File: config.mk
export PLATFORM = sky130hd
export DESIGN_NAME = timer_slot_table_core
export DESIGN_NICKNAME = d
export VERILOG_FILES = /design/src/tst_pkg.sv /design/src/tst_slot_mem.sv /design/src/timer_slot_table_core.sv
export SDC_FILE = /design/constraint.sdc
export NUM_CORES = 1
export LEC_CHECK = 0
export ABC_AREA = 1
export BUFFER_PORTS_ARGS = -buffer_cell sky130_fd_sc_hd__buf_2
export CELL_PAD_IN_SITES_DETAIL_PLACEMENT = 0
export CELL_PAD_IN_SITES_GLOBAL_PLACEMENT = 2
export CORE_MARGIN = 2
export CORE_UTILIZATION = 41
export DETAILED_ROUTE_END_ITERATION = 12
export GPL_ROUTABILITY_DRIVEN = 0
export GPL_TIMING_DRIVEN = 0
export PLACE_DENSITY = 0.9
export SLEW_MARGIN = 20
export SYNTH_ARGS = -nofsm -noshare
export SYNTH_HDL_FRONTEND = slang
export SYNTH_HIERARCHICAL = 1
export SYNTH_SLANG_ARGS = --single-unit
File: constraint.sdc
create_clock -name clock -period 4.6 [get_ports clock]
set_input_delay 0.23 -clock clock [delete_from_list [all_inputs] [get_ports clock]]
set_output_delay 0.23 -clock clock [all_outputs]
set_load 0.02 [all_outputs]
File: src/tst_pkg.sv
// Package for the timer slot table: operation, status and state codes.
// Used by the slot table core and its checker; depends on nothing else.
package tst_pkg;

   // Operation codes carried on the request channel.
   typedef enum logic [1:0] {
      FUNC_ADD    = 2'd0,
      FUNC_TICK   = 2'd1,
      FUNC_CANCEL = 2'd2
   } func_type;

   // Result status codes.
   typedef enum logic [1:0] {
      STATUS_DONE = 2'd0,
      STATUS_DUP  = 2'd1,
      STATUS_FULL = 2'd2
   } status_type;

   // Sequencer states of the core.
   typedef enum logic [1:0] {
      ST_IDLE,
      ST_SCAN,
      ST_DONE
   } state_type;

   // Slot index reported when no slot applies.
   localparam logic [2:0] NO_SLOT     = 3'd7;
   // Most expiries reported per tick, and the cancel count ceiling.
   localparam logic [2:0] MAX_REPORTS = 3'd7;
   localparam logic [2:0] COUNT_MAX   = 3'd7;

endpackage

File: src/tst_slot_mem.sv
// Slot memory of the timer slot table: time left, action and reason per slot.
// Synchronous read, registered on the clock edge; never-written slots read as zero.
// Depends on nothing else.
module tst_slot_mem #(
   parameter int SLOT_COUNT = 7,
   parameter int TIME_WIDTH = 16,
   parameter int IW         = 3
) (
   input  logic                  clock,
   input  logic                  reset,
   input  logic                  rd_en,
   input  logic [IW-1:0]         rd_addr,
   input  logic                  wr_en,
   input  logic [IW-1:0]         wr_addr,
   input  logic [TIME_WIDTH-1:0] wr_time,
   input  logic [7:0]            wr_action,
   input  logic [7:0]            wr_reason,
   output logic [TIME_WIDTH-1:0] rd_time,
   output logic [7:0]            rd_action,
   output logic [7:0]            rd_reason
);

   logic [TIME_WIDTH-1:0] time_mem_ff   [SLOT_COUNT];
   logic [7:0]            action_mem_ff [SLOT_COUNT];
   logic [7:0]            reason_mem_ff [SLOT_COUNT];
   logic [SLOT_COUNT-1:0] written_ff;

   logic [TIME_WIDTH-1:0] rd_time_ff;
   logic [7:0]            rd_action_ff;
   logic [7:0]            rd_reason_ff;
   logic                  rd_live_ff;

   // Per-slot written flags stand in for clearing the memory at reset.
   always_ff @(posedge clock) begin
      if (reset) begin
         written_ff <= '0;
      end else if (wr_en) begin
         written_ff[wr_addr] <= 1'b1;
      end
   end

   // Memory write port.
   always_ff @(posedge clock) begin
      if (wr_en) begin
         time_mem_ff[wr_addr]   <= wr_time;
         action_mem_ff[wr_addr] <= wr_action;
         reason_mem_ff[wr_addr] <= wr_reason;
      end
   end

   // Registered read port; data holds while no read is issued.
   always_ff @(posedge clock) begin
      if (rd_en) begin
         rd_time_ff   <= time_mem_ff[rd_addr];
         rd_action_ff <= action_mem_ff[rd_addr];
         rd_reason_ff <= reason_mem_ff[rd_addr];
         rd_live_ff   <= written_ff[rd_addr];
      end
   end

   // A slot that was never written reads as its reset value of zero.
   assign rd_time   = rd_live_ff ? rd_time_ff   : '0;
   assign rd_action = rd_live_ff ? rd_action_ff : 8'd0;
   assign rd_reason = rd_live_ff ? rd_reason_ff : 8'd0;

endmodule

File: src/timer_slot_table_core.sv
// Timer slot table core: a table of countdown slots with add, tick and cancel.
// Depends on tst_pkg and on the slot memory tst_slot_mem.
//
// Usage:
// A request transaction (req_*) carries one operation. An add places a timer
// in the first free slot unless a busy slot ahead of it has the same reason;
// a tick decrements every busy slot and reports each expiry in slot order; a
// cancel frees every slot with the given reason. Each request produces one or
// more response transactions (rsp_*); rsp_last marks the final one.
// One request is handled at a time. The sequencer walks the slot memory one
// slot per cycle while the output register can take its response, reading a
// slot and writing it back in the write-back stage; a cancel walks every slot,
// a tick gives its closing response after the walk, and an add stops at the
// slot that decides it. A new request can be taken once the final response is loaded.
// A paused tick or an unused operation code skips the walk and gives only the closing response.
// The response sits in an output register; when the receiver stalls, the
// walk holds at the slot that needs to report and resumes once the register
// frees up. Reset returns the sequencer to idle and marks every slot free
// with zero action and reason; it needs no clearing pass.
module timer_slot_table_core
   import tst_pkg::*;
#(
   parameter int SLOT_COUNT = 7,
   parameter int TIME_WIDTH = 16
) (
   input  logic        clock,
   input  logic        reset,
   input  logic        req_valid,
   output logic        req_ready,
   input  logic [1:0]  req_func,
   input  logic [15:0] req_duration,
   input  logic [7:0]  req_action_code,
   input  logic [7:0]  req_reason_code,
   input  logic        req_paused,
   output logic        rsp_valid,
   input  logic        rsp_ready,
   output logic [1:0]  rsp_status,
   output logic        rsp_fired,
   output logic [7:0]  rsp_fired_action,
   output logic [2:0]  rsp_slot_index,
   output logic [2:0]  rsp_cancelled_count,
   output logic        rsp_last
);

   localparam int IW = (SLOT_COUNT > 1) ? $clog2(SLOT_COUNT) : 1;
   localparam int CW = $clog2(SLOT_COUNT + 1);
   localparam logic [IW-1:0] LAST_SLOT  = IW'(SLOT_COUNT - 1);
   localparam logic [CW-1:0] SLOT_TOTAL = CW'(SLOT_COUNT);

   state_type state_ff, state_in;

   // Latched request.
   logic [1:0]            func_ff;
   logic [TIME_WIDTH-1:0] dur_ff;
   logic [7:0]            act_ff;
   logic [7:0]            rsn_ff;

   // Walk control.
   logic [CW-1:0] rd_cnt_ff, rd_cnt_in;
   logic          pv_ff, pv_in;
   logic [IW-1:0] pidx_ff, pidx_in;
   logic [2:0]    fires_ff, fires_in;
   logic [2:0]    ccnt_ff, ccnt_in;

   // Held expiry, sent once the next one or the end of the walk is known.
   logic       hold_v_ff, hold_v_in;
   logic [7:0] hold_act_ff, hold_act_in;
   logic [2:0] hold_idx_ff, hold_idx_in;

   // Output register.
   logic       rsp_valid_ff, rsp_valid_in;
   logic [1:0] rsp_status_ff;
   logic       rsp_fired_ff;
   logic [7:0] rsp_action_ff;
   logic [2:0] rsp_slot_ff;
   logic [2:0] rsp_count_ff;
   logic       rsp_last_ff;

   // Response being loaded this cycle.
   logic       out_load;
   logic [1:0] out_status;
   logic       out_fired;
   logic [7:0] out_action;
   logic [2:0] out_slot;
   logic [2:0] out_count;
   logic       out_last;
   logic       out_free;

   // Memory access.
   logic                  rd_en;
   logic [IW-1:0]         rd_addr;
   logic                  wr_en;
   logic [TIME_WIDTH-1:0] wr_time;
   logic [7:0]            wr_action;
   logic [7:0]            wr_reason;
   logic [TIME_WIDTH-1:0] rd_time;
   logic [7:0]            rd_action;
   logic [7:0]            rd_reason;

   // Per-slot decode.
   logic                  req_accept;
   logic [TIME_WIDTH+15:0] dur_wide;
   logic [IW+2:0]         pidx_wide;
   logic [2:0]            pidx3;
   logic                  busy;
   logic                  rsn_hit;
   logic                  last_slot;
   logic                  fire;
   logic [TIME_WIDTH-1:0] time_dec;
   logic [2:0]            ccnt_next;
   logic                  emit_req;
   logic                  finish;
   logic                  consume;
   logic                  advance;

   tst_slot_mem #(
      .SLOT_COUNT (SLOT_COUNT),
      .TIME_WIDTH (TIME_WIDTH),
      .IW         (IW)
   ) u_mem (
      .clock     (clock),
      .reset     (reset),
      .rd_en     (rd_en),
      .rd_addr   (rd_addr),
      .wr_en     (wr_en),
      .wr_addr   (pidx_ff),
      .wr_time   (wr_time),
      .wr_action (wr_action),
      .wr_reason (wr_reason),
      .rd_time   (rd_time),
      .rd_action (rd_action),
      .rd_reason (rd_reason)
   );

   assign req_ready  = (state_ff == ST_IDLE);
   assign req_accept = req_valid && req_ready;
   assign out_free   = !rsp_valid_ff || rsp_ready;

   // Duration is cut or extended to the slot time width.
   assign dur_wide  = {{TIME_WIDTH{1'b0}}, req_duration};
   assign pidx_wide = {3'b000, pidx_ff};
   assign pidx3     = pidx_wide[2:0];

   // Decode of the slot in the write-back stage.
   assign busy      = (rd_time != '0);
   assign rsn_hit   = (rd_reason == rsn_ff);
   assign last_slot = (pidx_ff == LAST_SLOT);
   assign time_dec  = rd_time - TIME_WIDTH'(1);
   assign fire      = busy && (rd_time == TIME_WIDTH'(1)) && (fires_ff != MAX_REPORTS);
   assign ccnt_next = (busy && rsn_hit && (ccnt_ff != COUNT_MAX)) ? ccnt_ff + 3'd1 : ccnt_ff;

   // Next state, memory access and response selection.
   always_comb begin
      state_in    = state_ff;
      rd_cnt_in   = rd_cnt_ff;
      pv_in       = pv_ff;
      pidx_in     = pidx_ff;
      fires_in    = fires_ff;
      ccnt_in     = ccnt_ff;
      hold_v_in   = hold_v_ff;
      hold_act_in = hold_act_ff;
      hold_idx_in = hold_idx_ff;
      rd_en       = 1'b0;
      rd_addr     = rd_cnt_ff[IW-1:0];
      wr_en       = 1'b0;
      wr_time     = time_dec;
      wr_action   = rd_action;
      wr_reason   = rd_reason;
      emit_req    = 1'b0;
      finish      = 1'b0;
      consume     = 1'b0;
      advance     = 1'b0;
      out_load    = 1'b0;
      out_status  = STATUS_DONE;
      out_fired   = 1'b0;
      out_action  = 8'd0;
      out_slot    = NO_SLOT;
      out_count   = 3'd0;
      out_last    = 1'b1;

      case (state_ff)
         ST_IDLE: begin
            if (req_accept) begin
               rd_cnt_in = '0;
               pv_in     = 1'b0;
               fires_in  = 3'd0;
               ccnt_in   = 3'd0;
               hold_v_in = 1'b0;
               if (req_func == FUNC_ADD || req_func == FUNC_CANCEL ||
                   (req_func == FUNC_TICK && !req_paused)) begin
                  state_in = ST_SCAN;
               end else begin
                  state_in = ST_DONE;
               end
            end
         end

         ST_SCAN: begin
            // Decide what the slot in write-back needs.
            if (pv_ff) begin
               case (func_ff)
                  FUNC_ADD: begin
                     if (!busy) begin
                        emit_req = 1'b1;
                        finish   = 1'b1;
                        out_slot = pidx3;
                     end else if (rsn_hit) begin
                        emit_req   = 1'b1;
                        finish     = 1'b1;
                        out_status = STATUS_DUP;
                     end else if (last_slot) begin
                        emit_req   = 1'b1;
                        finish     = 1'b1;
                        out_status = STATUS_FULL;
                     end
                  end
                  FUNC_TICK: begin
                     if (fire && hold_v_ff) begin
                        emit_req   = 1'b1;
                        out_fired  = 1'b1;
                        out_action = hold_act_ff;
                        out_slot   = hold_idx_ff;
                        out_last   = 1'b0;
                     end
                  end
                  FUNC_CANCEL: begin
                     if (last_slot) begin
                        emit_req  = 1'b1;
                        finish    = 1'b1;
                        out_count = ccnt_next;
                     end
                  end
                  default: begin
                     finish = 1'b1;
                  end
               endcase
               consume = !emit_req || out_free;
            end

            // Write back the slot and update the walk.
            if (consume) begin
               out_load = emit_req;
               case (func_ff)
                  FUNC_ADD: begin
                     if (!busy) begin
                        wr_en     = 1'b1;
                        wr_time   = dur_ff;
                        wr_action = act_ff;
                        wr_reason = rsn_ff;
                     end
                  end
                  FUNC_TICK: begin
                     wr_en = busy;
                     if (fire) begin
                        hold_v_in   = 1'b1;
                        hold_act_in = rd_action;
                        hold_idx_in = pidx3;
                        fires_in    = fires_ff + 3'd1;
                     end
                     if (last_slot) begin
                        state_in = ST_DONE;
                     end
                  end
                  FUNC_CANCEL: begin
                     wr_en   = rsn_hit;
                     wr_time = '0;
                     ccnt_in = ccnt_next;
                  end
                  default: begin
                     wr_en = 1'b0;
                  end
               endcase
               if (finish) begin
                  state_in = ST_IDLE;
               end
            end

            // Issue the next slot read.
            advance = (!pv_ff || consume) && !(consume && finish) &&
                      (rd_cnt_ff != SLOT_TOTAL);
            if (advance) begin
               rd_en     = 1'b1;
               pidx_in   = rd_cnt_ff[IW-1:0];
               rd_cnt_in = rd_cnt_ff + CW'(1);
            end
            pv_in = advance || (pv_ff && !consume);
         end

         ST_DONE: begin
            // Closing response: the held expiry, or a plain completion.
            out_fired  = hold_v_ff;
            out_action = hold_v_ff ? hold_act_ff : 8'd0;
            out_slot   = hold_v_ff ? hold_idx_ff : NO_SLOT;
            if (out_free) begin
               out_load = 1'b1;
               state_in = ST_IDLE;
            end
         end

         default: begin
            state_in = ST_IDLE;
         end
      endcase

      rsp_valid_in = out_load || (rsp_valid_ff && !rsp_ready);
   end

   // Control registers.
   always_ff @(posedge clock) begin
      if (reset) begin
         state_ff     <= ST_IDLE;
         pv_ff        <= 1'b0;
         hold_v_ff    <= 1'b0;
         rsp_valid_ff <= 1'b0;
         rd_cnt_ff    <= '0;
         fires_ff     <= 3'd0;
         ccnt_ff      <= 3'd0;
      end else begin
         state_ff     <= state_in;
         pv_ff        <= pv_in;
         hold_v_ff    <= hold_v_in;
         rsp_valid_ff <= rsp_valid_in;
         rd_cnt_ff    <= rd_cnt_in;
         fires_ff     <= fires_in;
         ccnt_ff      <= ccnt_in;
      end
   end

   // Payload registers.
   always_ff @(posedge clock) begin
      pidx_ff     <= pidx_in;
      hold_act_ff <= hold_act_in;
      hold_idx_ff <= hold_idx_in;
      if (req_accept) begin
         func_ff <= req_func;
         dur_ff  <= dur_wide[TIME_WIDTH-1:0];
         act_ff  <= req_action_code;
         rsn_ff  <= req_reason_code;
      end
      if (out_load) begin
         rsp_status_ff <= out_status;
         rsp_fired_ff  <= out_fired;
         rsp_action_ff <= out_action;
         rsp_slot_ff   <= out_slot;
         rsp_count_ff  <= out_count;
         rsp_last_ff   <= out_last;
      end
   end

   assign rsp_valid           = rsp_valid_ff;
   assign rsp_status          = rsp_status_ff;
   assign rsp_fired           = rsp_fired_ff;
   assign rsp_fired_action    = rsp_action_ff;
   assign rsp_slot_index      = rsp_slot_ff;
   assign rsp_cancelled_count = rsp_count_ff;
   assign rsp_last            = rsp_last_ff;

endmodule

==> flow_summary.yaml, run 1 <==
placed_design:
  dp_hpwl_um: 25100
  port_buffers: 58
  place_area_um2: 16400
  placed_cells: 2006
status:
  status: "complete, no violations"
route:
  antenna_left: 0
  drt_drc_violations_left: 0
  avgRoutedWirePerCell_um: 18.4
  viasPerCell: 4.83
  first_pass_iters: 5
  routed_wl_um: 38900
  drtIter0Drc: 860
  via_count: 10200
logic_synthesis:
  synth_simple_gate_area_frac: 0.209
  netlist_area_um2: 15300
  ys_seq_area_frac: 0.660
  synth-adder-area-share: 0.00979
  syn-num-nets: 1522
  synth_top_area_cell: "edfxtp_1"
  synth.area.mux_share: 0
  ys.flop_type: "edfxtp_1"
  syn_inst: 1471
  synth_edf_count: 323
  netlist.area_leader.share: 0.632
  yosysWarnings: 6
  synthXorXnorAreaFrac: 0.00914
  async_reset_ff_frac: 0
  syn_area_per_cell_um2: 10.4
  synth-compound-area-share: 0.0265
  synth_most_common_cell: "nand2_1"
  synth_top_family_by_area: "simple AND/OR/NAND/NOR gates"
  synth_common_cells: "nand2_1 (438), edfxtp_1 (323), inv_1 (252)"
  ys_seq_elements: 344
  ys_types: 42
  synth_area_leaders: "edfxtp_1 (63%), nand2_1 (11%), inv_1 (6.2%), nand3_1 (4.4%), dfxtp_1 (2.7%)"
setup_path:
  cp_data_required_time_ns: 4.84
  critPathKind: "register to register"
  worst_ep_arrival_time_ns: 4.30
  crit_fanout: 20
  start_kind: "register"
  endpoint_kind: "register"
timing:
  hold_viol_final: 0
  drv_slew: 0
  fin_crit_sh: 0.882
  worst_pin_slew_ns: 0.998
  fmax_mhz: 246
  finClkSkew_ns: 0.0142
  maxSlewHeadroom: 0.335
  setup_viol: 0
  fin_crit_ns: 4.06
  rsz0062_at_grt: "false"
finish:
  nNetsFinal: 1664
  instances_no_fill: 2108
  design_area_um2: 17900
  antennaDiodeCount: 0
  area_growth_syn_to_layout_pct: 17.0
  fill_cells: 3294
  fin_util: 0.489
  drive_above_1_share: 0.135
clock_tree:
  clkSlewWorstSetupHoldPaths_ns: 0.06
  cts-root-buf: "clkbuf_16"
  cts_buffer_depth: 3
  cts_tree: "done"
  cts_buffers: 39
  ctsHtreeMaxLevel: 2
  cts_resized: 0
  worstSkewPairLatency_ns: 0.55
  cts_sinks: 344
floorplanning:
  io_pins: 59
  rows: 70
  core_um2: 36700
  die_h_um: 197
  die_x_um: 197
  dieArea_um2: 39000
  start_util: 0.418
global_route:
  grt_pass1_wl_um: 58500
  grt_pass1_vias: 9978
  grt-ovfl-total: 0
  antenna_found_initial: 0
  grt_max_degree: 22
  grtUsageTotal: 0.205
pwr:
  internal-power_uw: 6100
  power_frac_seq: 0.457
  power.leakage_uw: 0.00773
  pwr-share-comb: 0.204
  power_uw: 8630
  powerDensity_nw_per_um2: 481
  ir_worst_vdd_uv: 225
  clockPowerShare: 0.339
  p_sw_frac: 0.294
  p_switching_uw: 2540
min_path:
  hold_class: "primary input to register"
flow_run:
  cap_viol_max_count: 0
worst paths after layout:
kind,end,start,slack (ns),cells past startpoint
setup / recovery,u_mem/time_mem_ff[6][13]$_DFFE_PP_,u_mem/rd_live_ff$_DFFE_PP_,0.54,19
setup reg to reg,u_mem/time_mem_ff[6][13]$_DFFE_PP_,u_mem/rd_live_ff$_DFFE_PP_,0.54,19
hold / removal,rsp_valid$_SDFF_PP0_,reset,0.02,2
hold reg to reg,u_mem/written_ff[2]$_SDFFE_PP0P_,u_mem/written_ff[2]$_SDFFE_PP0P_,0.46,2
metrics by stage:
stage / hold WS [ns] / setup WS, ns / TNS (ns)
2_1_floorplan: 0.299 / 0.866 / 0
3_3_place_gp: 0.407 / -1.57 / -99.98
3_5_place_dp: 0.408 / 0.512 / 0
4_1_cts: 0.0126 / 0.485 / 0
5_1_grt: 0.0391 / 0.253 / 0
6_report: 0.0241 / 0.542 / 0
routing by layer:
layer  vias up  part of all wire  GRT usage
li1       5029                 -          -
met1      4800              0.43      0.271
met2       287              0.48      0.344
met3        63             0.056     0.0299
met4         0             0.027     0.0738
met5         -                 0          0
worst max-delay path, stage by stage, from the launching register on:
cell      delay, ns
edfxtp_1       0.44
clkbuf_1       0.77
nand2_1        0.11
inv_1          0.12
inv_1          0.08
ha_1           0.19
nand2_2        0.08
nor2_4         0.05
a21oi_1        0.18
nand2_1        0.08
nand2_1        0.13
nand3_4        0.10
nand2_4        0.12
nand2_4        0.09
nor2_1         0.14
inv_1          0.05
nor2_1         0.22
nand3_1        0.17
inv_2          0.35
buf_12         0.25
cells by family after synthesis:
kind of cell	after synthesis
adder cells (fa/ha/maj)	12
XOR/XNOR	16
flip-flops	344
AND/OR/NAND/NOR	721
buffers and inverters	311
AO/OA/AOI/OAI	67
cell usage in the layout (no fill, tap or decap), types with 5 or more instances in the layout:
master	netlist	routed
ha_1	12	12
buf_6	6	6
nor3_1	7	7
xor2_1	8	8
or2_0	20	20
clkinv_1	0	9
inv_2	5	13
edfxtp_1	323	323
nand2_1	438	438
clkinv_2	0	5
nor2_1	73	71
o21ai_2	10	10
o21ai_0	23	23
nand2_2	7	7
dfxtp_1	21	21
nand3_1	136	136
a21oi_1	22	22
nand4_1	8	8
buf_12	1	10
buf_4	13	13
a22o_1	6	6
clkbuf_16	0	41
clkbuf_1	8	16
buf_2	22	80
nand2_4	11	11
inv_1	252	244
xnor2_1	8	8
dlygate4sd3_1	0	34
layout make-up:
class                      count  area, um2  share of cell area
buffer                        52        334              0.0186
clock buffer                  52       1100              0.0612
clock inverter                16       96.3             0.00537
inverter                     259        977              0.0545
multi-input combinational    816       3920               0.218
sequential                   344      10100               0.564
tap                          468        586              0.0326
timing repair buffer         101        811              0.0452
power by group through the flow:
stage	logic (uW)	registers [uW]	clock network (uW)
CTS	1770	3950	2990
floorplan	1140	4010	0
detailed placement	1740	4010	0
finish	1760	3950	2920
global placement	1670	4030	0
global route	1960	3970	3110
state kept, by name (all words and copies together) (netlist names), 3 cells and up:
register             cells
hold_idx_ff              3
u_mem/written_ff         7
rsp_slot_index           3
rsn_ff                   8
dur_ff                  16
u_mem/action_mem_ff     56
u_mem/rd_reason_ff       8
u_mem/reason_mem_ff     56
rsp_cancelled_count      3
rsp_fired_action         8
u_mem/rd_action_ff       8
pidx3                    3
act_ff                   8
u_mem/rd_time_ff        16
ccnt_ff                  3
u_mem/time_mem_ff      112
hold_act_ff              8
rd_addr                  3
fires_ff                 3
repair_timing:
action | in CTS | in global routing
hold buffers | 34 | 0
endpoints found under the setup margin | 0 | 0
setup buffers | 0 | 0
hold endpoints to repair | 34 | 0
Note: power is estimated with default switching activity, not from simulation.
==> inputs of run 2 (changes only) <==
--- a/config.mk
+++ b/config.mk
@@ -13,7 +13,6 @@
 export CORE_UTILIZATION = 41
 export DETAILED_ROUTE_END_ITERATION = 12
 export GPL_ROUTABILITY_DRIVEN = 0
-export GPL_TIMING_DRIVEN = 0
 export PLACE_DENSITY = 0.9
 export SLEW_MARGIN = 20
 export SYNTH_ARGS = -nofsm -noshare
==> run 2 against run 1 <==
  * Utilization shrank 0.50 points
  * Maximum frequency is 16% higher
  * Sequential power about the same
  * Die area did not move
  * Register-to-register slack better by 0.55 ns
  * Non-clock buffer count shrank 40
  * Critical path depth is 1 higher
  * Combinational power shrank 9.7%
==> flow_summary.yaml, run 2 (synthesis results as in run 1) <==
clock_tree:
  cts_buffer_depth: 3
  clkSlewWorstSetupHoldPaths_ns: 0.06
  ctsHtreeMaxLevel: 2
  cts_buffers: 39
  postCtsSetupBuffers: 0
  cts_tree: "done"
  cts-root-buf: "clkbuf_16"
  hold_buffers: 34
  worstSkewPairLatency_ns: 0.56
  cts_sinks: 344
  cts_resized: 0
floorplanning:
  dieArea_um2: 39000
  core_um2: 36700
  rows: 70
  io_pins: 59
  die_x_um: 197
  die_h_um: 197
  start_util: 0.418
timing:
  hold_viol_final: 0
  fin_crit_sh: 0.763
  finClkSkew_ns: 0.0192
  setup_viol: 0
  rsz0062_at_grt: "false"
  maxSlewHeadroom: 0.340
  worst_pin_slew_ns: 0.989
  fin_crit_ns: 3.51
  drv_slew: 0
  tns_ns: 0
  holdWs_ns: 0.0972
  fmax_mhz: 285
setup_path:
  reg2reg_to: "u_mem/time_mem_ff[6][8]$_DFFE_PP_"
  endpoint_kind: "register"
  critPathKind: "register to register"
  crit_path_end: "u_mem/time_mem_ff[6][8]$_DFFE_PP_"
  startpoint: "u_mem/rd_live_ff$_DFFE_PP_"
  cp_data_required_time_ns: 4.84
  r2r_cells: 20
  r2r_slack_ns: 1.09
  crit_fanout: 20
  worst_ep_arrival_time_ns: 3.75
  start_kind: "register"
  r2r-start: "u_mem/rd_live_ff$_DFFE_PP_"
global_route:
  grt_pass1_vias: 9812
  grt_max_degree: 101
  grt_pass1_wl_um: 54600
  antenna_found_initial: 0
  grtUsageTotal: 0.184
  grt-ovfl-total: 0
route:
  drt_drc_violations_left: 0
  routed_wl_um: 34500
  viasPerCell: 4.79
  via_count: 9933
  avgRoutedWirePerCell_um: 16.7
  first_pass_iters: 5
  antenna_left: 0
  drtIter0Drc: 647
placed_design:
  dp_hpwl_um: 20600
  port_buffers: 58
  placed_cells: 1965
finish:
  drive_above_1_share: 0.118
  reg.largest.list: "u_mem/time_mem_ff x112, u_mem/action_mem_ff x56, u_mem/reason_mem_ff x56"
  fin_util: 0.484
  nNetsFinal: 1624
  layout_commonest_cell: "nand2_1"
  antennaDiodeCount: 0
  instances_no_fill: 2072
  area_growth_syn_to_layout_pct: 15.8
  largest_register_ffs: 112
  final_cell_mix: "nand2_1 (438), edfxtp_1 (323), inv_1 (251), nand3_1 (136), nor2_1 (72)"
  top_register: "u_mem/time_mem_ff"
status:
  status: "complete, no violations"
pwr:
  powerDensity_nw_per_um2: 489
  power_uw: 8690
  ir_worst_vdd_uv: 269
  power.leakage_uw: 0.00764
flow_run:
  cap_viol_max_count: 0
min_path:
  hold_class: "primary input to register"
-- run 2: changes by cell type in the layout (fill, tap and decap cells not counted), sizes merged --
cell      change
buf          -31
bufinv        +4
clkbuf       -12
clkinvlp      +1
inv           +2
-- run 2: how the worst min path moves through the flow --
stage | slack [ns] | cells past startpoint | start | endpoint
6_report | 0.1 | 4 | rsp_ready | rsp_valid$_SDFF_PP0_
2_1_floorplan | 0.30 | 1 | reset | ccnt_ff[2]$_SDFFE_PP0P_
5_1_grt | 0.11 | 2 | reset | state_ff[0]$_SDFFE_PP0P_
3_3_place_gp | 0.41 | 1 | req_reason_code[2] | rsn_ff[2]$_DFFE_PP_
4_1_cts | 0.08 | 4 | rsp_ready | rsp_valid$_SDFF_PP0_
3_5_place_dp | 0.41 | 1 | req_action_code[7] | act_ff[7]$_DFFE_PP_
-- run 2: cell type report --
| type | instances | area (um2) |
|---|---|---|
| multi-input cells | 816 | 3920 |
| well taps | 468 | 586 |
| flip-flops and latches | 344 | 10100 |
| fillers | 3248 | 18900 |
| repair buffers | 113 | 858 |
| inverters | 259 | 980 |
| clock inverters | 23 | 259 |
| clock buffers | 49 | 1030 |
-- run 2: critical path, cell delays in order, from the launching register on --
cell	delay [ns]
edfxtp_1	0.35
buf_4	0.26
nand2_1	0.08
inv_1	0.10
inv_1	0.05
nand2_1	0.05
nand2_1	0.04
nand2_1	0.06
nor2_1	0.08
nand2_1	0.20
nand2_1	0.08
nand2_1	0.12
nand3_4	0.10
nand2_4	0.11
nand2_4	0.08
nor2_1	0.14
inv_1	0.05
nor2_1	0.19
nand3_1	0.13
inv_1	0.61
buf_12	0.27
-- run 2: power breakdown --
| group | total (uW) | internal, uW | leakage, uW | switching, uW |
|---|---|---|---|---|
| clock network | 3130 | 1890 | 0.000625 | 1240 |
| registers | 3970 | 3870 | 0.00313 | 101 |
| logic | 1590 | 445 | 0.00389 | 1140 |
-- run 2: per-stage QoR --
step	instance area, um2	worst slack (ns)
after floorplan	15300	0.866
after global placement	16100	1.15
after detailed placement	16100	1.10
after CTS	17700	1.08
after global routing	17800	0.795
final	17800	1.09
-- run 2: metal layers --
metal | vias up | routed length [um] | global-route usage
met5 | - | 0 | 0
met4 | 0 | 897 | 0.0671
met3 | 56 | 1710 | 0.0258
met2 | 250 | 16100 | 0.303
met1 | 4668 | 15800 | 0.250
li1 | 4959 | - | -
==> inputs of run 3 (changes only) <==
==> constraint.sdc (replaced) <==
create_clock -name clock -period 3.6 [get_ports clock]
set_input_delay 0.18 -clock clock [delete_from_list [all_inputs] [get_ports clock]]
set_output_delay 0.18 -clock clock [all_outputs]
set_load 0.02 [all_outputs]
==> run 3 against run 2 <==
  * Critical path depth is 5 lower
  * Global-route usage is 0.15 points lower
  * Count of clock-buffer cells in the layout stayed put
  * Final cell count hardly changed
  * Total power is 27% higher
  * Routed wire length is 0.37% higher
  * Hold slack worse by 0.060 ns
  * Maximum frequency is 4.1% higher
  * Clock skew is 0.0054 ns higher
  * Utilization is 0.12 points lower
  * Die area stayed put
  * Sequential share of layout area is 0.14 points higher
  * Largest power group unchanged
  * Highest routed layer unchanged
==> flow_summary.yaml, run 3 (synthesis results as in run 1) <==
finish:
  final_cell_mix: "nand2_1 (438), edfxtp_1 (323), inv_1 (251), nand3_1 (136), nor2_1 (72)"
  reg.largest.list: "u_mem/time_mem_ff x112, u_mem/action_mem_ff x56, u_mem/reason_mem_ff x56"
  fin_util: 0.483
  largest_register_ffs: 112
  nNetsFinal: 1628
  layout_commonest_cell: "nand2_1"
  antennaDiodeCount: 0
  drive_above_1_share: 0.120
  area_growth_syn_to_layout_pct: 15.5
  top_register: "u_mem/time_mem_ff"
timing:
  drv_slew: 0
  finClkSkew_ns: 0.0247
  setup_viol: 0
  fin_crit_sh: 0.937
  worst_pin_slew_ns: 1.05
  fin_crit_ns: 3.37
  fmax_mhz: 296
  maxSlewHeadroom: 0.302
  hold_viol_final: 0
  rsz0062_at_grt: "false"
  tns_ns: 0
setup_path:
  start_kind: "register"
  critPathMostFrequentCell: "nand2_1"
  crit_fanout: 20
  slowest_stage: "o21ai_0"
  path_cells: "buf_4 -> nand2_1 -> inv_1 -> inv_1 -> ha_1 -> nand2_2 -> nor2_4 -> a21oi_1 -> nand2_1 -> nand2_1 -> nand3_4 -> nand2_4 -> nand4_4 -> buf_4 -> o21ai_0"
  crit_family: "simple AND/OR/NAND/NOR gates"
  slowest_delay_ns: 0.53
  worst_ep_arrival_time_ns: 3.62
  critPathKind: "register to register"
  cp_data_required_time_ns: 3.85
  critPathBufInv: 4
  r2r_slack_ns: 0.23
  endpoint_kind: "register"
clock_tree:
  worstSkewPairLatency_ns: 0.55
  cts_resized: 0
  clkSlewWorstSetupHoldPaths_ns: 0.06
  ctsHtreeMaxLevel: 2
  cts_tree: "done"
  cts_sinks: 344
  cts_buffers: 39
  cts-root-buf: "clkbuf_16"
  cts_buffer_depth: 3
floorplanning:
  dieArea_um2: 39000
  core_um2: 36700
  io_pins: 59
  die_x_um: 197
  die_h_um: 197
  start_util: 0.418
  rows: 70
pwr:
  ir_worst_vdd_uv: 286
  power.leakage_uw: 0.00764
  powerDensity_nw_per_um2: 622
route:
  antenna_left: 0
  first_pass_iters: 5
  avgRoutedWirePerCell_um: 16.7
  viasPerCell: 4.77
  drtIter0Drc: 681
  routed_wl_um: 34700
  via_count: 9903
  drt_drc_violations_left: 0
global_route:
  grtUsageTotal: 0.182
  grt_pass1_wl_um: 53800
  grt_pass1_vias: 9614
  grt-ovfl-total: 0
  antenna_found_initial: 0
  grt_max_degree: 101
min_path:
  hold_class: "primary input to register"
placed_design:
  dp_hpwl_um: 20000
  port_buffers: 58
flow_run:
  cap_viol_max_count: 0
status:
  status: "complete, no violations"
-- run 3: power breakdown --
part / switching [uW] / internal (uW)
sequential: 134 / 4950
clock: 1550 / 2350
combinational: 1460 / 574
total: 3140 / 7870
-- run 3: tightest hold or removal path, stage by stage --
cell,delay [ns]
buf_2,0.10
nand2_1,0.06
inv_2,0.05
a21oi_1,0.04
nand2_1,0.05
a21oi_1,0.06
-- run 3: what timing repair did --
action,4_1_cts,5_1_grt
buffers inserted,0,0
hold endpoints to repair,34,0
hold buffers,34,0
-- run 3: final cells by class --
cell class                 count  area (um2)
tap                          468         586
inverter                     259         980
clock inverter                21         220
timing repair buffer         117         843
fill                        3294       19000
multi-input combinational    816        3920
sequential                   344       10100
clock buffer                  49        1040
-- run 3: path summary, 6_finish.rpt --
path	startpoint	endpoint	cells after the start
hold / removal	req_valid	pv_ff$_SDFFE_PP0P_	6
hold reg to reg	u_mem/written_ff[2]$_SDFFE_PP0P_	u_mem/written_ff[2]$_SDFFE_PP0P_	2
setup reg to reg	u_mem/rd_live_ff$_DFFE_PP_	u_mem/reason_mem_ff[4][2]$_DFFE_PP_	15
setup / recovery	u_mem/rd_live_ff$_DFFE_PP_	u_mem/reason_mem_ff[4][2]$_DFFE_PP_	15
-- run 3: layer usage --
layer,routed length [um],up-vias,GRT usage
met2,16200,220,0.303
met1,16100,4676,0.244
met5,0,-,0
met3,1540,57,0.0287
met4,819,0,0.0640
li1,-,4950,-
-- run 3: through the flow --
step	cells	worst slack [ns]	total power, uW	instance area (um2)	hold WS (ns)
floorplan	1471	0.377	6580	15300	0.249
global placement	1970	0.372	7150	16100	0.356
detailed placement	1970	0.276	7180	16100	0.358
CTS	2074	0.249	11100	17700	0.00371
global route	2074	0.00218	11500	17700	0.0606
finish	2074	0.227	11000	17700	0.0370
